$ cat config.mk
export PLATFORM = sky130hd
export DESIGN_NAME = incremental_pid_deadband_clamp_top
export DESIGN_NICKNAME = d
export VERILOG_FILES = /design/src/rtl/ipdc_pkg.sv /design/src/rtl/ipdc_csr.sv /design/src/rtl/ipdc_mul.sv /design/src/rtl/incremental_pid_deadband_clamp_top.sv
export SDC_FILE = /design/constraint.sdc
export NUM_CORES = 1
export LEC_CHECK = 0
export BUFFER_PORTS_ARGS = -buffer_cell sky130_fd_sc_hd__buf_2
export CAP_MARGIN = 15
export CELL_PAD_IN_SITES_DETAIL_PLACEMENT = 1
export CELL_PAD_IN_SITES_GLOBAL_PLACEMENT = 2
export CORE_UTILIZATION = 44
export DETAILED_ROUTE_END_ITERATION = 8
export GPL_TIMING_DRIVEN = 1
export PLACE_DENSITY_LB_ADDON = 0.1
export SLEW_MARGIN = 30
export SYNTH_ARGS = -nofsm -noshare
export SYNTH_HDL_FRONTEND = slang
export SYNTH_SLANG_ARGS = --single-unit
$ cat constraint.sdc
create_clock -name clock -period 8.76 [get_ports clock]
set_input_delay 0.876 -clock clock [delete_from_list [all_inputs] [get_ports clock]]
set_output_delay 0.876 -clock clock [all_outputs]
set_load 0.05 [all_outputs]
$ cat src/rtl/ipdc_pkg.sv
// Shared types and constants of the incremental PID controller.
package ipdc_pkg;

   localparam int DATA_W    = 16;
   localparam int LIMIT_W   = 15;
   localparam int MCAND_W   = 18;
   localparam int ACC_W     = 20;
   localparam int PROD_W    = ACC_W + DATA_W;
   localparam int DIGIT_W   = 2;
   localparam int MUL_STEPS = DATA_W / DIGIT_W;
   localparam int STEP_W    = $clog2(MUL_STEPS);
   localparam int CSR_IDX_W = 3;

   // register indexes
   localparam logic [CSR_IDX_W-1:0] IDX_PROP_GAIN  = 3'd0;
   localparam logic [CSR_IDX_W-1:0] IDX_INTEG_GAIN = 3'd1;
   localparam logic [CSR_IDX_W-1:0] IDX_DERIV_GAIN = 3'd2;
   localparam logic [CSR_IDX_W-1:0] IDX_DEAD_BAND  = 3'd3;
   localparam logic [CSR_IDX_W-1:0] IDX_OUT_LIMIT  = 3'd4;

   localparam logic signed [DATA_W-1:0] RST_PROP_GAIN  = 16'sd256;
   localparam logic signed [DATA_W-1:0] RST_INTEG_GAIN = 16'sd0;
   localparam logic signed [DATA_W-1:0] RST_DERIV_GAIN = 16'sd0;
   localparam logic [LIMIT_W-1:0]       RST_DEAD_BAND  = 15'd512;
   localparam logic [LIMIT_W-1:0]       RST_OUT_LIMIT  = 15'd20480;

   // smoothing weights, Q0.15
   localparam logic signed [MCAND_W-1:0] W_NEW = 18'sd29491;
   localparam logic signed [MCAND_W-1:0] W_OLD = 18'sd3277;

   typedef struct packed {
      logic signed [DATA_W-1:0] prop_gain;
      logic signed [DATA_W-1:0] integ_gain;
      logic signed [DATA_W-1:0] deriv_gain;
      logic [LIMIT_W-1:0]       dead_band;
      logic [LIMIT_W-1:0]       out_limit;
   } cfg_type;

   typedef struct packed {
      logic load;
      logic step;
   } mul_ctl_type;

endpackage

$ cat src/rtl/ipdc_csr.sv
// Configuration register file of the PID controller.
module ipdc_csr (
   input  logic                                clock,
   input  logic                                reset,
   input  logic                                wr_en,
   input  logic [ipdc_pkg::CSR_IDX_W-1:0]      wr_index,
   input  logic [ipdc_pkg::DATA_W-1:0]         wr_data,
   output ipdc_pkg::cfg_type                   cfg
);

   ipdc_pkg::cfg_type cfg_ff;
   ipdc_pkg::cfg_type cfg_in;

   always_comb begin
      cfg_in = cfg_ff;
      if (wr_en) begin
         case (wr_index)
            ipdc_pkg::IDX_PROP_GAIN:  cfg_in.prop_gain  = $signed(wr_data);
            ipdc_pkg::IDX_INTEG_GAIN: cfg_in.integ_gain = $signed(wr_data);
            ipdc_pkg::IDX_DERIV_GAIN: cfg_in.deriv_gain = $signed(wr_data);
            ipdc_pkg::IDX_DEAD_BAND:  cfg_in.dead_band  = wr_data[ipdc_pkg::LIMIT_W-1:0];
            ipdc_pkg::IDX_OUT_LIMIT:  cfg_in.out_limit  = wr_data[ipdc_pkg::LIMIT_W-1:0];
            default: cfg_in = cfg_ff;
         endcase
      end
   end

   always_ff @(posedge clock) begin
      if (reset) begin
         cfg_ff.prop_gain  <= ipdc_pkg::RST_PROP_GAIN;
         cfg_ff.integ_gain <= ipdc_pkg::RST_INTEG_GAIN;
         cfg_ff.deriv_gain <= ipdc_pkg::RST_DERIV_GAIN;
         cfg_ff.dead_band  <= ipdc_pkg::RST_DEAD_BAND;
         cfg_ff.out_limit  <= ipdc_pkg::RST_OUT_LIMIT;
      end else begin
         cfg_ff <= cfg_in;
      end
   end

   assign cfg = cfg_ff;

endmodule

$ cat src/rtl/ipdc_mul.sv
// Radix-4 Booth digit-serial multiplier lane: two multiplier bits per step.
module ipdc_mul (
   input  logic                                      clock,
   input  ipdc_pkg::mul_ctl_type                     ctl,
   input  logic signed [ipdc_pkg::MCAND_W-1:0]       mcand,
   input  logic signed [ipdc_pkg::DATA_W-1:0]        mplier,
   output logic signed [ipdc_pkg::PROD_W-1:0]        prod
);

   localparam int SUM_W = ipdc_pkg::ACC_W + 1;

   logic signed [ipdc_pkg::MCAND_W-1:0] a_ff;
   logic signed [ipdc_pkg::ACC_W-1:0]   acc_ff, acc_in;
   logic [ipdc_pkg::DATA_W-1:0]         bq_ff, bq_in;
   logic                                bprev_ff, bprev_in;

   logic                    neg, one_a, two_a;
   logic [SUM_W-1:0]        pp_mag, a_ext, sum;

   always_comb begin
      // Booth digit from bits {b1, b0, b-1}
      neg    = bq_ff[1];
      one_a  = bq_ff[0] ^ bprev_ff;
      two_a  = (bq_ff[1] & ~bq_ff[0] & ~bprev_ff) | (~bq_ff[1] & bq_ff[0] & bprev_ff);
      a_ext  = SUM_W'(a_ff);
      a_ext  = {{(SUM_W-ipdc_pkg::MCAND_W){a_ff[ipdc_pkg::MCAND_W-1]}}, a_ff};
      pp_mag = two_a ? {a_ext[SUM_W-2:0], 1'b0} : (one_a ? a_ext : '0);
      sum    = {acc_ff[ipdc_pkg::ACC_W-1], acc_ff} + (pp_mag ^ {SUM_W{neg}})
               + SUM_W'(neg);
      acc_in   = {sum[SUM_W-1], sum[SUM_W-1:ipdc_pkg::DIGIT_W]};
      bq_in    = {sum[ipdc_pkg::DIGIT_W-1:0], bq_ff[ipdc_pkg::DATA_W-1:ipdc_pkg::DIGIT_W]};
      bprev_in = bq_ff[1];
   end

   always_ff @(posedge clock) begin
      if (ctl.load) begin
         a_ff     <= mcand;
         acc_ff   <= '0;
         bq_ff    <= mplier;
         bprev_ff <= 1'b0;
      end else if (ctl.step) begin
         acc_ff   <= acc_in;
         bq_ff    <= bq_in;
         bprev_ff <= bprev_in;
      end
   end

   // low word holds the product bits shifted out so far
   assign prod = {acc_ff, bq_ff};

endmodule

$ cat src/rtl/incremental_pid_deadband_clamp_top.sv
// Incremental PID controller with input smoothing, dead band and drive clamp.
//
// Input channel req_*: one Q8.8 error word per control tick, taken when
// req_valid and req_ready are high at a clock edge. Result channel rsp_*:
// the clamped drive word and the clamped flag. Configuration channel csr_*:
// csr_index selects prop_gain, integ_gain, deriv_gain, dead_band, out_limit
// (0 to 4, others ignored); csr_ready is always high. Write only when idle.
//
// A word runs two passes through three Booth radix-4 multiplier lanes (8 steps
// each, smoothing then gain products) plus add, dead band, load and clamp
// steps. A new word is taken only after the last one leaves the clamp step,
// as req_ready is high only when idle.
//
// A finished result sits in the output register while the next word is
// taken. If the receiver stalls, the next result waits in the clamp step
// until the output register frees.
//
// Reset (synchronous, active high) clears the held error, increment and
// drive, loads register defaults and empties the output register.
module incremental_pid_deadband_clamp_top (
   input  logic                                 clock,
   input  logic                                 reset,
   input  logic                                 req_valid,
   output logic                                 req_ready,
   input  logic signed [ipdc_pkg::DATA_W-1:0]   req_error_sample,
   output logic                                 rsp_valid,
   input  logic                                 rsp_ready,
   output logic signed [ipdc_pkg::DATA_W-1:0]   rsp_drive,
   output logic                                 rsp_clamped,
   input  logic                                 csr_valid,
   output logic                                 csr_ready,
   input  logic [ipdc_pkg::CSR_IDX_W-1:0]       csr_index,
   input  logic [ipdc_pkg::DATA_W-1:0]          csr_data
);

   localparam int ST_W  = 4;
   localparam int PSH_W = ipdc_pkg::PROD_W - 8;
   localparam int T_W   = PSH_W + 1;
   localparam int DRV_W = T_W + 1;
   localparam int FS_W  = ipdc_pkg::PROD_W + 1;
   localparam int INC_W = ipdc_pkg::DATA_W + 1;

   localparam logic [ST_W-1:0] ST_IDLE  = 4'd0;
   localparam logic [ST_W-1:0] ST_MUL1  = 4'd1;
   localparam logic [ST_W-1:0] ST_FSUM  = 4'd2;
   localparam logic [ST_W-1:0] ST_FDB   = 4'd3;
   localparam logic [ST_W-1:0] ST_FINC  = 4'd4;
   localparam logic [ST_W-1:0] ST_FLOAD = 4'd5;
   localparam logic [ST_W-1:0] ST_MUL2  = 4'd6;
   localparam logic [ST_W-1:0] ST_SUMA  = 4'd7;
   localparam logic [ST_W-1:0] ST_SUMB  = 4'd8;
   localparam logic [ST_W-1:0] ST_CLAMP = 4'd9;

   ipdc_pkg::cfg_type cfg;

   logic [ST_W-1:0]                    state_ff, state_in;
   logic [ipdc_pkg::STEP_W-1:0]        cnt_ff, cnt_in;

   logic signed [ipdc_pkg::DATA_W-1:0] held_error_ff, held_error_in;
   logic signed [INC_W-1:0]            held_inc_ff, held_inc_in;
   logic signed [ipdc_pkg::DATA_W-1:0] held_drive_ff, held_drive_in;

   logic signed [ipdc_pkg::DATA_W-1:0] s_raw_ff, s_raw_in;
   logic signed [ipdc_pkg::DATA_W-1:0] s_ff, s_in;
   logic signed [INC_W-1:0]            inc_ff, inc_in;
   logic signed [T_W-1:0]              t01_ff, t01_in, t2d_ff, t2d_in;
   logic signed [DRV_W-1:0]            drv_ff, drv_in;

   logic                               rsp_valid_ff, rsp_valid_in;
   logic signed [ipdc_pkg::DATA_W-1:0] rsp_drive_ff, rsp_drive_in;
   logic                               rsp_clamped_ff, rsp_clamped_in;

   ipdc_pkg::mul_ctl_type                       mctl;
   logic signed [ipdc_pkg::MCAND_W-1:0]         mcand0, mcand1, mcand2;
   logic signed [ipdc_pkg::DATA_W-1:0]          mplier0, mplier1, mplier2;
   logic signed [ipdc_pkg::PROD_W-1:0]          prod0, prod1, prod2;

   logic                                        req_take, out_free, in_band;
   logic signed [FS_W-1:0]                      filt_sum;
   logic signed [INC_W-1:0]                     s17, db17;
   logic signed [ipdc_pkg::MCAND_W-1:0]         dd;
   logic signed [DRV_W-1:0]                     lim, neg_lim;

   ipdc_csr u_csr (
      .clock    (clock),
      .reset    (reset),
      .wr_en    (csr_valid),
      .wr_index (csr_index),
      .wr_data  (csr_data),
      .cfg      (cfg)
   );

   ipdc_mul u_mul0 (
      .clock (clock), .ctl (mctl), .mcand (mcand0), .mplier (mplier0), .prod (prod0)
   );
   ipdc_mul u_mul1 (
      .clock (clock), .ctl (mctl), .mcand (mcand1), .mplier (mplier1), .prod (prod1)
   );
   ipdc_mul u_mul2 (
      .clock (clock), .ctl (mctl), .mcand (mcand2), .mplier (mplier2), .prod (prod2)
   );

   assign req_ready = (state_ff == ST_IDLE);
   assign req_take  = req_valid && req_ready;
   assign csr_ready = 1'b1;
   assign out_free  = !rsp_valid_ff || rsp_ready;

   // lane operands: smoothing pass from the input port and held error, gain pass from registers
   always_comb begin
      dd = {inc_ff[INC_W-1], inc_ff} - {held_inc_ff[INC_W-1], held_inc_ff};
      mctl.load = req_take || (state_ff == ST_FLOAD);
      mctl.step = (state_ff == ST_MUL1) || (state_ff == ST_MUL2);
      if (state_ff == ST_FLOAD) begin
         mcand0  = {inc_ff[INC_W-1], inc_ff};
         mcand1  = {{(ipdc_pkg::MCAND_W-ipdc_pkg::DATA_W){s_ff[ipdc_pkg::DATA_W-1]}}, s_ff};
         mcand2  = dd;
         mplier0 = cfg.prop_gain;
         mplier1 = cfg.integ_gain;
         mplier2 = cfg.deriv_gain;
      end else begin
         mcand0  = ipdc_pkg::W_NEW;
         mcand1  = ipdc_pkg::W_OLD;
         mcand2  = '0;
         mplier0 = req_error_sample;
         mplier1 = held_error_ff;
         mplier2 = '0;
      end
   end

   always_comb begin
      filt_sum = {prod0[ipdc_pkg::PROD_W-1], prod0} + {prod1[ipdc_pkg::PROD_W-1], prod1};
      s_raw_in = filt_sum[30:15];

      s17     = {s_raw_ff[ipdc_pkg::DATA_W-1], s_raw_ff};
      db17    = $signed({2'b00, cfg.dead_band});
      in_band = (s17 < db17) && (s17 > -db17);
      s_in    = in_band ? '0 : s_raw_ff;

      inc_in = {s_ff[ipdc_pkg::DATA_W-1], s_ff}
               - {held_error_ff[ipdc_pkg::DATA_W-1], held_error_ff};

      // each product floored by 2^8 on its own
      t01_in = {prod0[ipdc_pkg::PROD_W-1], prod0[ipdc_pkg::PROD_W-1:8]}
               + {prod1[ipdc_pkg::PROD_W-1], prod1[ipdc_pkg::PROD_W-1:8]};
      t2d_in = {prod2[ipdc_pkg::PROD_W-1], prod2[ipdc_pkg::PROD_W-1:8]}
               + {{(T_W-ipdc_pkg::DATA_W){held_drive_ff[ipdc_pkg::DATA_W-1]}},
                  held_drive_ff};
      drv_in = {t01_ff[T_W-1], t01_ff} + {t2d_ff[T_W-1], t2d_ff};

      lim     = $signed({{(DRV_W-ipdc_pkg::LIMIT_W){1'b0}}, cfg.out_limit});
      neg_lim = -lim;
   end

   always_comb begin
      state_in       = state_ff;
      cnt_in         = cnt_ff;
      held_error_in  = held_error_ff;
      held_inc_in    = held_inc_ff;
      held_drive_in  = held_drive_ff;
      rsp_drive_in   = rsp_drive_ff;
      rsp_clamped_in = rsp_clamped_ff;
      rsp_valid_in   = rsp_valid_ff && !rsp_ready;
      case (state_ff)
         ST_IDLE: begin
            if (req_take) begin
               state_in = ST_MUL1;
               cnt_in   = '0;
            end
         end
         ST_MUL1: begin
            cnt_in = cnt_ff + 1'b1;
            if (cnt_ff == ipdc_pkg::STEP_W'(ipdc_pkg::MUL_STEPS - 1)) begin
               state_in = ST_FSUM;
            end
         end
         ST_FSUM:  state_in = ST_FDB;
         ST_FDB:   state_in = ST_FINC;
         ST_FINC:  state_in = ST_FLOAD;
         ST_FLOAD: begin
            state_in = ST_MUL2;
            cnt_in   = '0;
         end
         ST_MUL2: begin
            cnt_in = cnt_ff + 1'b1;
            if (cnt_ff == ipdc_pkg::STEP_W'(ipdc_pkg::MUL_STEPS - 1)) begin
               state_in = ST_SUMA;
            end
         end
         ST_SUMA: state_in = ST_SUMB;
         ST_SUMB: state_in = ST_CLAMP;
         ST_CLAMP: begin
            if (out_free) begin
               if (drv_ff > lim) begin
                  held_drive_in  = lim[ipdc_pkg::DATA_W-1:0];
                  rsp_clamped_in = 1'b1;
               end else if (drv_ff < neg_lim) begin
                  held_drive_in  = neg_lim[ipdc_pkg::DATA_W-1:0];
                  rsp_clamped_in = 1'b1;
               end else begin
                  held_drive_in  = drv_ff[ipdc_pkg::DATA_W-1:0];
                  rsp_clamped_in = 1'b0;
               end
               rsp_drive_in  = held_drive_in;
               rsp_valid_in  = 1'b1;
               held_error_in = s_ff;
               held_inc_in   = inc_ff;
               state_in      = ST_IDLE;
            end
         end
         default: state_in = ST_IDLE;
      endcase
   end

   always_ff @(posedge clock) begin
      if (reset) begin
         state_ff      <= ST_IDLE;
         cnt_ff        <= '0;
         held_error_ff <= '0;
         held_inc_ff   <= '0;
         held_drive_ff <= '0;
         rsp_valid_ff  <= 1'b0;
      end else begin
         state_ff      <= state_in;
         cnt_ff        <= cnt_in;
         held_error_ff <= held_error_in;
         held_inc_ff   <= held_inc_in;
         held_drive_ff <= held_drive_in;
         rsp_valid_ff  <= rsp_valid_in;
      end
   end

   always_ff @(posedge clock) begin
      rsp_drive_ff   <= rsp_drive_in;
      rsp_clamped_ff <= rsp_clamped_in;
      if (state_ff == ST_FSUM) s_raw_ff <= s_raw_in;
      if (state_ff == ST_FDB)  s_ff     <= s_in;
      if (state_ff == ST_FINC) inc_ff   <= inc_in;
      if (state_ff == ST_SUMA) begin
         t01_ff <= t01_in;
         t2d_ff <= t2d_in;
      end
      if (state_ff == ST_SUMB) drv_ff <= drv_in;
   end

   assign rsp_valid   = rsp_valid_ff;
   assign rsp_drive   = rsp_drive_ff;
   assign rsp_clamped = rsp_clamped_ff;

endmodule

# After elaboration in Yosys (flattened, before gate mapping)
# Cells that the tools add are included.
[op_classes]
add_sub_neg = 15
multipliers = 0
div_mod_pow = 0
order_cmp = 4
n_eq_ne = 18
shifts = 0
mux = 27
bitwise_logic = 30
reduce_logical = 21
[op_table]
columns = ["op", "count"]
rows = [
  ["16-bit 2-to-1 mux", 11],
  ["21-bit 2-to-1 mux", 6],
  ["21-bit by 1-bit adder with 21-bit output", 3],
  ["21-bit adder", 3],
  ["21-bit bitwise XOR", 3],
  ["4-bit one-hot mux with 10 select lines", 1],
  ["31-bit adder", 1],
  ["30-bit by 16-bit greater-than comparator with 1-bit output", 1],
  ["30-bit less-than comparator", 1],
  ["15-bit negation with 30-bit output", 1],
  ["28-bit by 28-bit adder with 29-bit output", 1],
  ["27-bit by 16-bit adder with 28-bit output", 1],
  ["27-bit by 27-bit adder with 28-bit output", 1],
  ["17-bit by 17-bit subtractor with 18-bit output", 1],
  ["16-bit by 17-bit greater-than comparator with 1-bit output", 1],
  ["15-bit negation with 17-bit output", 1],
  ["16-bit by 16-bit subtractor with 17-bit output", 1],
  ["4-bit by 3-bit == test with 1-bit output (second input constant)", 4],
  ["16-bit less-than comparator", 1],
  ["4-bit 2-to-1 mux", 4],
  ["2-bit AND reduction", 7],
  ["1-bit bitwise AND", 12],
  ["1-bit inverter", 9],
  ["3-bit one-hot mux with 3 select lines", 1],
  ["other kinds (22)", 39],
]
[totals]
reg_bits = 446
latch_bits = 0
ramBits = 0
mem_bits_ro = 0
input_bits = 40
out_inout_bits = 20
wordCells = 146
mem_count = 0

# Depth between registers and ports, before layout
[depth]
ltp_word = 10
ltp_mapped = 22
depth_no_buf = 20

# Hierarchy
# A second synthesis with hierarchy kept.
[hier_totals]
hier_cells = 3452
hier_area_um2 = 31615.3
[modules_own_cells]
columns = ["mod", "instances", "cells_per_inst", "area_each_um2", "seq_area_each_um2"]
rows = [
  ["incremental_pid_deadband_clamp_top", 1, 1859, 16697.3, 5765.5],
  ["ipdc_mul (u_mul1 ...)", 2, 446, 3981.3, 1421.4],
  ["ipdc_mul (u_mul0)", 1, 420, 3837.4, 1421.4],
  ["ipdc_csr", 1, 281, 3118.0, 1561.5],
]

# Worst setup path before layout
# No wires, ideal clock.
[synth_path]
path_type = "register to register"
start = "register state_ff[3]"
end = "register u_mul0.a_ff[0] in the netlist's numbering (enable)"
setup_time_ps = 435
t_arrival_ps = 4699
required_time_ps = 8325
setup_slack_ps = 3626
stages_incl_launch_ff = 7
n_path_buf = 3
period_less_slack_ps = 5134
path_cell_list = "dfxtp_1 > buf_2 > nor4_1 > a21oi_1 > inv_1 > clkbuf_1 > clkbuf_1"
[synth_via]
elab_chain_cells = 3
elab_cells_between_ends = 4
classes_between = "eq/ne: 1; reduce/logical: 3"
[synth_rtl]
columns = ["item", "line_no", "rtl"]
rows = [
  ["from (decl)", "incremental_pid_deadband_clamp_top.sv:56", "logic [ST_W-1:0] state_ff, state_in;"],
  ["from (signal assigned)", "incremental_pid_deadband_clamp_top.sv:223", "state_ff <= state_in;"],
  ["4-bit logical NOT", "incremental_pid_deadband_clamp_top.sv:103", "assign req_ready = (state_ff == ST_IDLE);"],
  ["net req_ready", "incremental_pid_deadband_clamp_top.sv:24", "output logic req_ready,"],
  ["1-bit logical AND", "incremental_pid_deadband_clamp_top.sv:104", "assign req_take = req_valid && req_ready;"],
  ["1-bit logical OR", "incremental_pid_deadband_clamp_top.sv:111", "mctl.load = req_take || (state_ff == ST_FLOAD);"],
  ["to (signal assigned)", "ipdc_mul.sv:37", "a_ff <= mcand;"],
  ["to (decl)", "ipdc_mul.sv:12", "logic signed [ipdc_pkg::MCAND_W-1:0] a_ff;"],
]
# The timed path passes the listed nets, and every way through them passes these cells.
# A chain may end at the register's enable or synchronous reset.

# Worst setup path in the final report
[layout_path]
start = "register u_csr.cfg_ff, in the netlist u_csr.cfg[1]"
end = "register rsp_drive_ff, in the netlist rsp_drive[11] (data pin)"
[layout_via]
elab_chain_cells = 4
elab_cells_between_ends = 5
classes_between = "add/sub: 1; order compare: 2; mux: 2"
[layout_rtl]
columns = ["item", "line_no", "rtl"]
rows = [
  ["from (decl)", "ipdc_csr.sv:11", "ipdc_pkg::cfg_type cfg_ff;"],
  ["from (signal assigned)", "ipdc_csr.sv:36", "cfg_ff <= cfg_in;"],
  ["15-bit negation with 30-bit output", "incremental_pid_deadband_clamp_top.sv:151", "neg_lim = -lim;"],
  ["30-bit less-than comparator", "incremental_pid_deadband_clamp_top.sv:196", "end else if (drv_ff < neg_lim) begin"],
  ["16-bit 2-to-1 mux", "incremental_pid_deadband_clamp_top.sv:196", ""],
  ["16-bit 2-to-1 mux *", "incremental_pid_deadband_clamp_top.sv:193", "if (drv_ff > lim) begin"],
  ["to (signal assigned)", "incremental_pid_deadband_clamp_top.sv:233", "rsp_drive_ff <= rsp_drive_in;"],
  ["to (decl)", "incremental_pid_deadband_clamp_top.sv:70", "logic signed [ipdc_pkg::DATA_W-1:0] rsp_drive_ff, rsp_drive_in;"],
]
# Every way passes the cells marked *; elsewhere a longest branch is shown, timed or not.

==> metrics.md <==
| Metric | Value |
|---|---|
| Placed instance area | `~0.030 mm2` |
| Post-route ant nets | `0` |
| CP Launch Type | `flop` |
| Delay-heaviest family, CP | `simple AND/OR/NAND/NOR gates` |
| Antenna cells | `0` |
| Crit path DAT | `5.42 ns` |
| Fmax | `198 MHz` |
| Final setup violation count | `0` |
| Remaining DRCs | `0` |
| Synthesis-to-layout area growth | `9.52%` |
| CTS H-Tree Depth | `2` |
| Cell chain of the critical path | `inv_1 -> ha_1 -> or3b_1 -> or3_1 -> nor3_4 -> nand3_2 -> nor3_4 -> nand3_1 -> inv_1 -> ha_1 -> nand4_1 -> nor4_1 -> o31ai_1 -> a21oi_1 -> o21ai_0 -> o211ai_1 -> buf_4 -> nor2_1 -> a211oi_1 -> nor2_1` |
| DP Wirelength | `about 73,000 um` |
| Pre-CTS setup slack | `between 3 and 4 ns` |
| Chip width | `261 um` |
| Max transition margin | `0.336` |
| Post-Synthesis Net Count | `approximately 3,700` |
| Commonest non-fill, non-tap cell in the layout | `nand2_1` |
| Clock Path Buffers | `3` |
| Synth Instances | `3,365` |
| Worst path slowest cell | `or3_1` |
| Die footprint | `roughly 0.068 mm2` |
| Syn_area_per_cell | `8.76 um2` |
| Seq/Total Area, Yosys | `0.387` |
| Drt pass-1 iters | `5` |
| DR vias/cell | `about 6.0` |
| Worst R2R Setup Slack | `about 3.7 ns` |
| Crit path from | `u_csr.cfg[1]` |
| Main flop type after synthesis | `edfxtp_1` |
| Initial core utilization | `0.447` |
| CTS tree | `yes` |
| WP data required | `9.14 ns` |
| Max-slew violations | `0` |
| Leak | `~0.013 uW` |
| Largest net degree at the start of global routing | `96` |
| Synth area leader | `edfxtp_1` |
| Nets | `around 3,600` |
| Worst-margin pin slew | `0.994 ns` |
| Number of global-route vias before repair | `roughly 26,000` |
| Num CTS Buffers | `between 50 and 60` |
| Final min period | `~5.0 ns` |
| # hold bufs at CTS | `0` |
| Layout cells sized above 1 | `0.0693` |
| Setup TNS | `0 ns` |
| Setup crit end | `rsp_drive[11]` |
| Register clock-pin slew on the reported worst setup and hold paths | `around 0.060 ns` |
| Flops & latches, synth | `~450` |
| Number of port buffers | `58` |
| Final hold violations | `0` |
| Post-route clock skew | `approximately 0.024 ns` |
| All-Layer GR Usage | `0.286` |
| Via count | `roughly 25,000` |
| Post-route cell area | `0.0323 mm2` |
| First-pass GRT wire length | `151,000 um` |
| Worst hold path class | `flop to flop` |
| RSZ-0062 raised after global routing | `false` |
| WP buf/inv | `3` |
| Post-CTS sizing | `0` |
| Setup repair bufs after CTS | `0` |
| Maxcap violations | `0` |
| GP Congestion | `~0.92` |
| Final critical-path share of the clock period | `0.576` |
| Clock Latency Late Sink | `0.63 ns` |
| Peak VDD IR | `0.144 mV` |
| CTS Sinks | `roughly 450` |
| Finished Core Util | `0.489` |
| Post-Syn Area | `slightly below 0.03 mm2` |
| Worst setup path category | `flop to flop` |
| R2r startpoint | `u_csr.cfg[1]` |
| Synth area leaders | `edfxtp_1 (25%), dfxtp_1 (13%), ha_1 (11%)` |
| Worst reg2reg path endpoint | `rsp_drive[11]` |
| Routed WL | `between 90,000 and 100,000 um` |
| Num rows | `94` |
| Post-synth ARST share | `0` |
| Crit-path max FO | `between 40 and 50` |
| Core area | `approximately 0.066 mm2` |
| WL/cell | `roughly 23 um` |
| Commonest non-fill, non-tap cells in the layout | `nand2_1 (511), a21oi_1 (387), ha_1 (255), edfxtp_1 (250), dfxtp_1 (194)` |
| CP Capture Type | `flop` |
| EDFF count, synth | `250` |
| Die height | `approximately 260 um` |
| Yosys top cell area share | `0.255` |
| CP peak stage delay | `0.46 ns` |
| DR iter-0 viols | `around 1,600` |
| YS warnings | `0` |
| PnR worst setup slack | `about 3.7 ns` |
| Status | `finished clean` |
| GRT overflow | `0` |
| Register-to-Register Path Depth | `20` |
| Io pins | `60` |
| Netlist cell types | `87` |
| Initial antenna violation count | `5` |
| Root buf cell | `clkbuf_16` |
| Crit. path cell count | `20` |
| Power per Cell Area | `between 200 and 250 mW/mm2` |
## metal layers
metal	global-route usage	routed length, um	part of all wire	up-vias
met5	0	0	0	-
met4	0.0983	3190	0.033	0
met3	0.0312	3660	0.037	149
met2	0.501	48000	0.49	439
met1	0.363	42900	0.44	12600
li1	-	-	-	12100
## through the flow
stage | total power, uW | hold WS (ns) | std cells
after global routing | 8260 | 0.475 | 4242
final | 7860 | 0.453 | 4242
after global placement | 5490 | 0.442 | 4142
after detailed placement | 5580 | 0.448 | 4142
after floorplan | 4690 | 0.436 | 3365
after CTS | 7890 | 0.456 | 4242
## worst reg2reg max path, delay by kind of cell (launching register included)
kind	cells	cell delay, ns
AOI/OAI and AO/OA	5	0.83
and+or+nand+nor	10	2.43
adders and majority gates	2	0.40
DFF	1	0.35
buffers and inverters	3	0.79
## synthesized netlist by cell type, drive strengths merged, types with 24 or more instances
library cell,number
a21o,85
a21oi,390
a22o,24
a31oi,46
and2,26
clkbuf,162
dfxtp,195
edfxtp,250
ha,255
inv,141
maj3,48
nand2,512
nand2b,29
nand3,67
nand4,30
nor2,179
nor2b,79
nor3,58
nor4,24
o21a,38
o21ai,171
o22ai,45
o31ai,65
or3,27
xnor2,115
xor2,62
## cell families after synthesis
kind of cell	Yosys count	share of synthesized area
AND/OR/NAND/NOR	1088	0.171
AO/OA/AOI/OAI	1011	0.214
flip-flops	445	0.387
buffers and inverters	324	0.0420
adder cells (fa/ha/maj)	311	0.130
XOR/XNOR	177	0.0526
multiplexers	8	0.00280
other	1	0.000127
## area by class of cell
type,instances,area (um2)
clock buffer,70,1520
clock inverter,30,270
fill,7668,33700
inverter,144,543
multi-input combinational,2596,16900
sequential,445,11400
tap,864,1080
timing repair buffer,93,559
## how the worst min path moves through the flow
stage                            to  slack, ns  depth (start not counted)             from
floorplan           held_inc_ff[10]       0.44                          2  held_inc_ff[10]
global placement      u_csr.cfg[57]       0.44                          2    u_csr.cfg[57]
detailed placement    u_csr.cfg[35]       0.45                          2    u_csr.cfg[35]
CTS                   u_csr.cfg[35]       0.46                          2    u_csr.cfg[35]
global route          u_csr.cfg[75]       0.47                          2    u_csr.cfg[75]
finish              held_inc_ff[13]       0.45                          2  held_inc_ff[13]
## sequential cells by signal, indices dropped and copies added (netlist names), 17 cells and up
register,count
u_mul2.acc_ff,19
inc_ff,17
u_mul0.a_ff,17
drv_ff,29
u_mul1.acc_ff,19
held_inc_ff,17
t01_ff,28
t2d_ff,28
u_mul0.acc_ff,19
u_mul2.a_ff,18
u_csr.cfg,78
## power breakdown
| part | internal, uW | switching, uW | leakage, uW |
|---|---|---|---|
| logic | 1070 | 1760 | 0.00786 |
| clock network | 1310 | 969 | 0.000872 |
| registers | 2480 | 264 | 0.00389 |
| total | 4870 | 3000 | 0.0126 |
Note: power is estimated with default switching activity, not from simulation.
